File: src/hdl/sha1_hash_unit_defines.svh
// ----------------------------------------------------------------------------
// sha1_hash_unit_defines
// assertion macros shared by the hash unit modules
// ----------------------------------------------------------------------------
`ifndef SHA1_HASH_UNIT_DEFINES_SVH
`define SHA1_HASH_UNIT_DEFINES_SVH

// same-cycle implication, checked on every rising edge out of reset
`define SHA1_ASSERT_NOW(lbl, ante, cons, msg) \
    lbl: assert property (@(posedge clk) disable iff (!rst_n) (ante) |-> (cons)) \
        else $error(msg);

// next-cycle implication, checked on every rising edge out of reset
`define SHA1_ASSERT_NEXT(lbl, ante, cons, msg) \
    lbl: assert property (@(posedge clk) disable iff (!rst_n) (ante) |=> (cons)) \
        else $error(msg);

`endif

File: src/hdl/sha1_pkg.sv
`timescale 1ns / 1ps
// ----------------------------------------------------------------------------
// sha1_pkg
// types, constants and helpers shared by the hash unit controller and datapath
// ----------------------------------------------------------------------------
package sha1_pkg;

    // initial chain value h0..h4
    localparam logic [31:0] H0 = 32'h67452301;
    localparam logic [31:0] H1 = 32'hefcdab89;
    localparam logic [31:0] H2 = 32'h98badcfe;
    localparam logic [31:0] H3 = 32'h10325476;
    localparam logic [31:0] H4 = 32'hc3d2e1f0;
    localparam logic [4:0][31:0] H_INIT = {H4, H3, H2, H1, H0};

    // round constants
    localparam logic [31:0] K0 = 32'h5a827999;
    localparam logic [31:0] K1 = 32'h6ed9eba1;
    localparam logic [31:0] K2 = 32'h8f1bbcdc;
    localparam logic [31:0] K3 = 32'hca62c1d6;

    localparam logic [7:0] PAD_BYTE   = 8'h80;
    localparam int         COUNT_W    = 61;
    localparam int         ROUND_W    = 7;
    localparam logic [ROUND_W-1:0] ROUND_LAST = 7'd79;
    localparam logic [ROUND_W-1:0] ROUND_Q1   = 7'd20;
    localparam logic [ROUND_W-1:0] ROUND_Q2   = 7'd40;
    localparam logic [ROUND_W-1:0] ROUND_Q3   = 7'd60;
    localparam logic [5:0] FILL_LAST  = 6'd63;
    localparam logic [5:0] LEN_START  = 6'd56;

    // controller states
    typedef enum logic [2:0] {
        ST_IDLE,
        ST_PAD,
        ST_LOAD,
        ST_ROUND,
        ST_ADD,
        ST_FINISH
    } sha1_state_t;

    // source of the byte pushed into the block
    typedef enum logic [1:0] {
        SEL_MSG,
        SEL_PAD,
        SEL_ZERO,
        SEL_LEN
    } sha1_sel_t;

    // round function group
    typedef enum logic [1:0] {
        RF_CHOOSE,
        RF_PARITY_A,
        RF_MAJORITY,
        RF_PARITY_B
    } sha1_rfn_t;

    // controller to datapath commands
    typedef struct packed {
        logic      push;
        sha1_sel_t byte_sel;
        logic      word_done;
        logic [2:0] len_idx;
        logic      count_inc;
        logic      load_work;
        logic      round;
        sha1_rfn_t rfn;
        logic      add_chain;
        logic      finish;
    } sha1_cmd_t;

    // datapath to controller status
    typedef struct packed {
        logic out_free;
    } sha1_status_t;

    // one byte of the 64-bit big-endian bit count
    function automatic logic [7:0] length_byte(input logic [COUNT_W-1:0] cnt,
                                               input logic [2:0] idx);
        logic [63:0] bits;
        logic [7:0]  res;
        bits = {cnt, 3'b000};
        case (idx)
            3'd0:    res = bits[63:56];
            3'd1:    res = bits[55:48];
            3'd2:    res = bits[47:40];
            3'd3:    res = bits[39:32];
            3'd4:    res = bits[31:24];
            3'd5:    res = bits[23:16];
            3'd6:    res = bits[15:8];
            default: res = bits[7:0];
        endcase
        return res;
    endfunction

endpackage

File: src/hdl/sha1_ctrl.sv
`timescale 1ns / 1ps
// ----------------------------------------------------------------------------
// sha1_ctrl
// sequencer for byte intake, padding, the 80-round loop and digest hand-off
// ----------------------------------------------------------------------------
`include "sha1_hash_unit_defines.svh"

module sha1_ctrl (
    input  logic                  clk,
    input  logic                  rst_n,
    input  logic                  s_axis_tvalid,
    output logic                  s_axis_tready,
    input  logic                  s_axis_tuser,   // [0] byte_valid
    input  logic                  s_axis_tlast,   // last_item
    output sha1_pkg::sha1_cmd_t   cmd,
    input  sha1_pkg::sha1_status_t status
);
    import sha1_pkg::*;

    sha1_state_t        state_reg, state_next;
    logic [5:0]         fill_reg, fill_next;
    logic [ROUND_W-1:0] round_reg, round_next;
    logic               pad_reg, pad_next;
    logic               first_reg, first_next;
    logic               len_reg, len_next;
    logic               pend_reg, pend_next;
    logic               acc;
    logic               fill_full;
    logic               len_zone;

    assign acc       = s_axis_tvalid && s_axis_tready;
    assign fill_full = (fill_reg == FILL_LAST);
    assign len_zone  = (fill_reg >= LEN_START);

    // next state
    always_comb
    begin
        state_next = state_reg;
        case (state_reg)
            ST_IDLE:
            begin
                if (acc)
                begin
                    if (s_axis_tuser && fill_full)
                        state_next = ST_LOAD;
                    else if (s_axis_tlast)
                        state_next = ST_PAD;
                end
            end
            ST_PAD:
            begin
                if (fill_full)
                    state_next = ST_LOAD;
            end
            ST_LOAD:
                state_next = ST_ROUND;
            ST_ROUND:
            begin
                if (round_reg == ROUND_LAST)
                    state_next = (pad_reg && len_reg) ? ST_FINISH : ST_ADD;
            end
            ST_ADD:
            begin
                if (pad_reg || pend_reg)
                    state_next = ST_PAD;
                else
                    state_next = ST_IDLE;
            end
            ST_FINISH:
            begin
                if (status.out_free)
                    state_next = ST_IDLE;
            end
            default:
                state_next = ST_IDLE;
        endcase
    end

    // command outputs
    always_comb
    begin
        s_axis_tready = 1'b0;
        cmd           = '0;
        cmd.byte_sel  = SEL_MSG;
        cmd.rfn       = RF_CHOOSE;
        cmd.word_done = (fill_reg[1:0] == 2'b11);
        cmd.len_idx   = fill_reg[2:0];
        case (state_reg)
            ST_IDLE:
            begin
                // ready is always high here, so valid alone marks the accept
                s_axis_tready = 1'b1;
                if (s_axis_tvalid && s_axis_tuser)
                begin
                    cmd.push      = 1'b1;
                    cmd.count_inc = 1'b1;
                end
            end
            ST_PAD:
            begin
                cmd.push = 1'b1;
                if (first_reg)
                    cmd.byte_sel = SEL_PAD;
                else if (len_reg && len_zone)
                    cmd.byte_sel = SEL_LEN;
                else
                    cmd.byte_sel = SEL_ZERO;
            end
            ST_LOAD:
                cmd.load_work = 1'b1;
            ST_ROUND:
            begin
                cmd.round = 1'b1;
                if (round_reg < ROUND_Q1)
                    cmd.rfn = RF_CHOOSE;
                else if (round_reg < ROUND_Q2)
                    cmd.rfn = RF_PARITY_A;
                else if (round_reg < ROUND_Q3)
                    cmd.rfn = RF_MAJORITY;
                else
                    cmd.rfn = RF_PARITY_B;
            end
            ST_ADD:
                cmd.add_chain = 1'b1;
            ST_FINISH:
                cmd.finish = status.out_free;
            default:
            begin
                s_axis_tready = 1'b0;
            end
        endcase
    end

    // fill, round and padding flags
    always_comb
    begin
        fill_next  = fill_reg;
        round_next = round_reg;
        pad_next   = pad_reg;
        first_next = first_reg;
        len_next   = len_reg;
        pend_next  = pend_reg;
        if (cmd.push)
            fill_next = fill_reg + 6'd1;
        case (state_reg)
            ST_IDLE:
            begin
                if (acc)
                begin
                    if (s_axis_tuser && fill_full)
                        pend_next = s_axis_tlast;
                    else if (s_axis_tlast)
                    begin
                        pad_next   = 1'b1;
                        first_next = 1'b1;
                    end
                end
            end
            ST_PAD:
            begin
                if (first_reg)
                begin
                    first_next = 1'b0;
                    len_next   = (fill_reg < LEN_START);
                end
            end
            ST_LOAD:
                round_next = '0;
            ST_ROUND:
                round_next = round_reg + 7'd1;
            ST_ADD:
            begin
                if (pad_reg)
                    len_next = 1'b1;
                else if (pend_reg)
                begin
                    pad_next   = 1'b1;
                    first_next = 1'b1;
                    pend_next  = 1'b0;
                end
            end
            ST_FINISH:
            begin
                if (status.out_free)
                begin
                    pad_next = 1'b0;
                    len_next = 1'b0;
                end
            end
            default:
            begin
                pad_next = 1'b0;
            end
        endcase
    end

    // control registers
    always_ff @(posedge clk or negedge rst_n)
    begin
        if (!rst_n)
        begin
            state_reg <= ST_IDLE;
            fill_reg  <= '0;
            round_reg <= '0;
            pad_reg   <= 1'b0;
            first_reg <= 1'b0;
            len_reg   <= 1'b0;
            pend_reg  <= 1'b0;
        end
        else
        begin
            state_reg <= state_next;
            fill_reg  <= fill_next;
            round_reg <= round_next;
            pad_reg   <= pad_next;
            first_reg <= first_next;
            len_reg   <= len_next;
            pend_reg  <= pend_next;
        end
    end

    // a byte that completes a block starts a compression
    `SHA1_ASSERT_NEXT(a_full_block_loads, acc && s_axis_tuser && fill_full,
        state_reg == ST_LOAD, "full block did not start compression")
    // round counter stays inside the 80-round loop
    `SHA1_ASSERT_NOW(a_round_range, state_reg == ST_ROUND, round_reg <= ROUND_LAST,
        "round counter out of range")
    // digest is only written into a free output slot
    `SHA1_ASSERT_NOW(a_finish_free, cmd.finish, status.out_free && pad_reg && len_reg,
        "digest written while output slot busy")

endmodule

File: src/hdl/sha1_datapath.sv
`timescale 1ns / 1ps
// ----------------------------------------------------------------------------
// sha1_datapath
// message window, working variables, chain value, length count and output slot
// ----------------------------------------------------------------------------
`include "sha1_hash_unit_defines.svh"

module sha1_datapath (
    input  logic                   clk,
    input  logic                   rst_n,
    input  logic [7:0]             data_byte,
    input  sha1_pkg::sha1_cmd_t    cmd,
    output sha1_pkg::sha1_status_t status,
    output logic                   m_axis_tvalid,
    input  logic                   m_axis_tready,
    output logic [159:0]           m_axis_tdata
);
    import sha1_pkg::*;

    logic [31:0]         win_reg [16];
    logic [23:0]         acc_reg;
    logic [4:0][31:0]    work_reg;
    logic [4:0][31:0]    chain_reg, chain_next;
    logic [4:0][31:0]    out_reg;
    logic [4:0][31:0]    sum;
    logic [COUNT_W-1:0]  count_reg, count_next;
    logic                valid_reg, valid_next;
    logic [7:0]          push_byte;
    logic [31:0]         sched_mix;
    logic [31:0]         fval;
    logic [31:0]         kval;
    logic [31:0]         tval;
    logic [31:0]         wa, wb, wc, wd, we;

    assign wa = work_reg[0];
    assign wb = work_reg[1];
    assign wc = work_reg[2];
    assign wd = work_reg[3];
    assign we = work_reg[4];

    // byte source select
    always_comb
    begin
        case (cmd.byte_sel)
            SEL_MSG:  push_byte = data_byte;
            SEL_PAD:  push_byte = PAD_BYTE;
            SEL_LEN:  push_byte = length_byte(count_reg, cmd.len_idx);
            default:  push_byte = 8'h00;
        endcase
    end

    // round function and constant
    always_comb
    begin
        case (cmd.rfn)
            RF_CHOOSE:
            begin
                fval = (wb & wc) | (~wb & wd);
                kval = K0;
            end
            RF_PARITY_A:
            begin
                fval = wb ^ wc ^ wd;
                kval = K1;
            end
            RF_MAJORITY:
            begin
                fval = (wb & wc) | (wb & wd) | (wc & wd);
                kval = K2;
            end
            default:
            begin
                fval = wb ^ wc ^ wd;
                kval = K3;
            end
        endcase
    end

    assign tval      = {wa[26:0], wa[31:27]} + fval + we + kval + win_reg[0];
    assign sched_mix = win_reg[13] ^ win_reg[8] ^ win_reg[2] ^ win_reg[0];

    // chain plus working variables
    always_comb
    begin
        for (int i = 0; i < 5; i++)
            sum[i] = chain_reg[i] + work_reg[i];
    end

    // message window: words shift in during intake, schedule rolls during rounds
    always_ff @(posedge clk)
    begin
        if (cmd.push)
        begin
            if (cmd.word_done)
            begin
                for (int i = 0; i < 15; i++)
                    win_reg[i] <= win_reg[i + 1];
                win_reg[15] <= {acc_reg, push_byte};
            end
            else
                acc_reg <= {acc_reg[15:0], push_byte};
        end
        else if (cmd.round)
        begin
            for (int i = 0; i < 15; i++)
                win_reg[i] <= win_reg[i + 1];
            win_reg[15] <= {sched_mix[30:0], sched_mix[31]};
        end
    end

    // working variables
    always_ff @(posedge clk)
    begin
        if (cmd.load_work)
            work_reg <= chain_reg;
        else if (cmd.round)
        begin
            work_reg[0] <= tval;
            work_reg[1] <= wa;
            work_reg[2] <= {wb[1:0], wb[31:2]};
            work_reg[3] <= wc;
            work_reg[4] <= wd;
        end
    end

    // digest word slot
    always_ff @(posedge clk)
    begin
        if (cmd.finish)
            out_reg <= sum;
    end

    // chain, length count and output valid next values
    always_comb
    begin
        chain_next = chain_reg;
        count_next = count_reg;
        valid_next = valid_reg;
        if (m_axis_tready)
            valid_next = 1'b0;
        if (cmd.count_inc)
            count_next = count_reg + {{(COUNT_W-1){1'b0}}, 1'b1};
        if (cmd.add_chain)
            chain_next = sum;
        if (cmd.finish)
        begin
            chain_next = H_INIT;
            count_next = '0;
            valid_next = 1'b1;
        end
    end

    always_ff @(posedge clk or negedge rst_n)
    begin
        if (!rst_n)
        begin
            chain_reg <= H_INIT;
            count_reg <= '0;
            valid_reg <= 1'b0;
        end
        else
        begin
            chain_reg <= chain_next;
            count_reg <= count_next;
            valid_reg <= valid_next;
        end
    end

    assign status.out_free = !valid_reg || m_axis_tready;
    assign m_axis_tvalid   = valid_reg;
    assign m_axis_tdata    = out_reg;

    // a finished digest is presented in the next cycle
    `SHA1_ASSERT_NEXT(a_finish_valid, cmd.finish, m_axis_tvalid,
        "digest not presented after finish")
    // the chain and count restart for the next message
    `SHA1_ASSERT_NEXT(a_finish_reinit, cmd.finish,
        chain_reg == H_INIT && count_reg == '0, "chain not reinitialized")
    // only message bytes advance the length count
    `SHA1_ASSERT_NOW(a_count_msg, cmd.count_inc,
        cmd.push && cmd.byte_sel == SEL_MSG, "length count on non-message byte")

endmodule

File: src/hdl/sha1_hash_unit.sv
`timescale 1ns / 1ps
// ----------------------------------------------------------------------------
// sha1_hash_unit
// streaming SHA-1 engine: message bytes in, 160-bit digest out
// ----------------------------------------------------------------------------
// usage
//   input word: s_axis_tdata = message byte, s_axis_tuser = byte valid,
//   s_axis_tlast = end of message; tuser low with tlast high ends the
//   message without adding a byte, tuser and tlast both low is a no-op
//   output word: one 160-bit digest per message, h0 in the lowest bits
//   throughput: one byte per cycle while a block fills; every 64th byte
//   holds the input off for the compression (load, 80 rounds at one round
//   per cycle in the shared round unit, chain add)
//   end of message: after the last word, padding pushes one byte per cycle
//   up to the block end, then one or two compressions follow (load, 80
//   rounds, chain add or finish); the digest shows on m_axis the cycle
//   after the finish step
//   reset: chain returns to the initial value, counts clear, no output
//   stall: the digest waits in its output register; intake of the next
//   message goes on, and only the next digest waits for the slot to free
// ----------------------------------------------------------------------------

module sha1_hash_unit (
    input  logic         clk,
    input  logic         rst_n,
    input  logic         s_axis_tvalid,
    output logic         s_axis_tready,
    input  logic [7:0]   s_axis_tdata,   // [7:0] data_byte
    input  logic         s_axis_tuser,   // [0] byte_valid
    input  logic         s_axis_tlast,   // last_item
    output logic         m_axis_tvalid,
    input  logic         m_axis_tready,
    output logic [159:0] m_axis_tdata    // [31:0] digest_word0 .. [159:128] digest_word4
);
    import sha1_pkg::*;

    sha1_cmd_t    cmd;
    sha1_status_t status;

    // sequencer
    sha1_ctrl u_ctrl (
        .clk           (clk),
        .rst_n         (rst_n),
        .s_axis_tvalid (s_axis_tvalid),
        .s_axis_tready (s_axis_tready),
        .s_axis_tuser  (s_axis_tuser),
        .s_axis_tlast  (s_axis_tlast),
        .cmd           (cmd),
        .status        (status)
    );

    // hash datapath
    sha1_datapath u_datapath (
        .clk           (clk),
        .rst_n         (rst_n),
        .data_byte     (s_axis_tdata),
        .cmd           (cmd),
        .status        (status),
        .m_axis_tvalid (m_axis_tvalid),
        .m_axis_tready (m_axis_tready),
        .m_axis_tdata  (m_axis_tdata)
    );

endmodule
File: config.mk
export PLATFORM = sky130hd
export DESIGN_NAME = sha1_hash_unit
export DESIGN_NICKNAME = d
export VERILOG_FILES = /design/src/hdl/sha1_pkg.sv /design/src/hdl/sha1_ctrl.sv /design/src/hdl/sha1_datapath.sv /design/src/hdl/sha1_hash_unit.sv
export VERILOG_INCLUDE_DIRS = /design/src /design/src/hdl
export SDC_FILE = /design/constraint.sdc
export NUM_CORES = 2
export LEC_CHECK = 0
export ABC_AREA = 1
export BUFFER_PORTS_ARGS = -buffer_cell sky130_fd_sc_hd__buf_2
export CORE_AREA = 2 2 345 347
export DETAILED_ROUTE_END_ITERATION = 8
export DIE_AREA = 0 0 347 349
export PLACE_DENSITY_LB_ADDON = 0.12
export SLEW_MARGIN = 10
export SYNTH_ARGS = -nofsm -noshare
export SYNTH_HDL_FRONTEND = slang
export SYNTH_SLANG_ARGS = --single-unit
File: constraint.sdc
create_clock -name clk -period 18.2 [get_ports clk]
set_input_delay 3.64 -clock clk [delete_from_list [all_inputs] [get_ports clk]]
set_output_delay 3.64 -clock clk [all_outputs]
set_load 0.01 [all_outputs]
==> out/qor.txt <==
Worst Hold Class - reg -> reg
Status - complete, no violations
Post-Syn Nets - 6545
Final Skew - 65.6 ps
Fill cell count - 10600
CTS sink count - 1098
CTS Buf Count - 114
CP Data Arrival Time - 8970 ps
Via/cell ratio - 5.41
Io pins - 176
Maximum fanout along the worst path - 194
Starting Density - 0.497
DRC errors left - 0
MaxCap Viol Count - 0
Area leader, netlist - edfxtp_1
DIE HEIGHT - 349 µm
GRT overflow - 0
CP Capture Type - flip-flop
Area share of the largest cell type after synthesis - 0.441
Largest net degree at the start of global routing - 195
Count of input and output buffers - 175
Async set-or-reset flop fraction in the synthesized netlist - 0.220
Total wire length - 184 mm
Area contributors post-synth - edfxtp_1, nand2_1, dfrtp_1
Register area share after synthesis - 0.546
Number of buffers added for setup after CTS - 0
Antenna violations before repair - 2
Post-Synthesis Cells - 6202
Die area - 121000 µm²
Storage cell area - 31900 µm²
Clk buf depth - 3
Post-cts sizing count - 0
Tot GR Track Use - 0.303
Final Wtd Congestion - 1.01
Final setup vio count - 0
Number of distinct library cells after synthesis - 54
Drt first pass iters - 5
Initial DRC Count - 3802
Die width - 347 µm
Synth cell count leaders - nand2_1, inv_1, edfxtp_1, nor2_1, o21ai_0
Clock Latency Late Sink - 770 ps
Row count - 126
Slew @ Worst Pin - 1100 ps
CTS tree - done
Via Count - 43600
Max transition margin - 0.264
Post-route ant nets - 0
FMAX - 0.116 GHz
RSZ-0062 raised after global routing - false
Worst Setup Start Kind - input pin
Core area - 117000 µm²
Area growth syn-to-layout - 11.1%
CTS root buffer - clkbuf_16
Multi-input logic area - 22400 µm²
Crit share post-route - 0.472
Mapped Area - 58300 µm²
Max FFs per register - 512
Routed wire per std cell - 22.9 µm
CP Class - in -> reg
Share of cells above drive strength 1 - 0.0792
Primary FF master, synth - edfxtp_1
Max-slew violation count - 0
# nets final - 6757
Avg Cell Area, Syn - 9.41 µm²
Fin crit period - 8580 ps
Flops & latches, synth - 1098
Final setup TNS - 0 ps
Max H-tree Level - 3
Post-synth EDFFs - 856
Most frequent cell after synthesis - nand2_1
Clk slew on worst S/H paths - 60 ps
Number of global-route vias before repair - 41700
Detailed placement HPWL - 142 mm
Yosys Warn Count - 0
WP data required - 18580 ps
Final count of hold timing violations - 0
First-pass GRT wire length - 269 mm
Hold-fix buffers, CTS - 0
per-layer routing:
| metal | track usage | routed length, µm | vias to the layer above |
|---|---|---|---|
| met3 | 0.0386 | 9290 | 321 |
| met1 | 0.398 | 78100 | 21100 |
| met4 | 0.147 | 9790 | 4 |
| li1 | - | - | 20800 |
| met2 | 0.500 | 87200 | 1312 |
| met5 | 0 | 27 | - |
cell families (layout without fill, tap and decap cells):
group,Yosys count,after routing,synth area share
other cells,0,2,0
xor+xnor,172,172,0.0258
simple gates,2733,2733,0.198
fa+ha+maj,329,329,0.0867
compound gates,804,804,0.0728
buf+inv,1066,1380,0.0702
flops,1098,1098,0.546
path summary, 6_finish.rpt:
kind	from	endpoint	slack, ps	cells past startpoint
max	s_axis_tvalid	u_datapath.win_reg[0][222]$_DFFE_PP_	9620	12
min	u_datapath.win_reg[0][120]$_DFFE_PP_	u_datapath.win_reg[0][88]$_DFFE_PP_	380	0
max reg2reg	u_ctrl.state_reg[2]$_DFFE_PN0P_	u_datapath.wa[24]$_DFFE_PP_	11350	25
min reg2reg	u_datapath.win_reg[0][120]$_DFFE_PP_	u_datapath.win_reg[0][88]$_DFFE_PP_	380	0
max in group asynchronous	rst_n	u_datapath.count_reg[54]$_DFFE_PN0P_	12190	4
min in group asynchronous	rst_n	u_datapath.chain_reg[156]$_DFFE_PN0P_	2890	1
critical path, stage by stage:
cell,delay [ps]
buf_2,100
nand2_1,120
nor2_8,450
inv_2,120
nand2_4,120
inv_2,90
nor2_8,610
inv_1,230
nand2_4,650
buf_4,840
buf_12,780
buf_4,980
stage by stage:
step	util	area (µm²)	setup slack [ps]	instances	hold WS, ps
CTS	0.552	64800	9580	8052	379
finish	0.552	64800	9620	8054	377
floorplan	-	58300	1940	6202	400
global route	0.552	64800	9080	8052	390
detailed placement	0.518	60900	8720	7834	405
global placement	0.518	60900	8810	7834	400
cell type report:
cell class                      instances  area share
Clock buffer                          154      0.0480
Inverter                              961      0.0558
Sequential cell                      1098       0.492
Tap cell                             1536      0.0297
Multi-Input combinational cell       4038       0.346
Antenna cell                            2   0.0000772
Timing Repair Buffer                  201      0.0169
Clock inverter                         64      0.0120
layout by cell type, fill, tap and decap left out, types with 29 or more instances in the layout:
master / synthesis / routed
dfstp_2: 80 / 80
o21ai_0: 389 / 389
nor3_1: 64 / 64
nand3b_1: 35 / 35
dfrtp_1: 162 / 162
nand2_1: 1703 / 1701
clkbuf_1: 50 / 29
edfxtp_1: 856 / 856
inv_1: 949 / 947
xnor2_1: 153 / 153
clkbuf_16: 0 / 114
buf_2: 34 / 174
nor2_1: 395 / 393
and2_1: 94 / 94
ha_1: 204 / 204
fa_1: 125 / 125
a21oi_1: 309 / 309
nand3_1: 285 / 285
nand4_1: 93 / 93
Power is left out: the tool's default activity adds up to more than one toggle a clock period on the data nets, which glitch-free logic cannot reach.
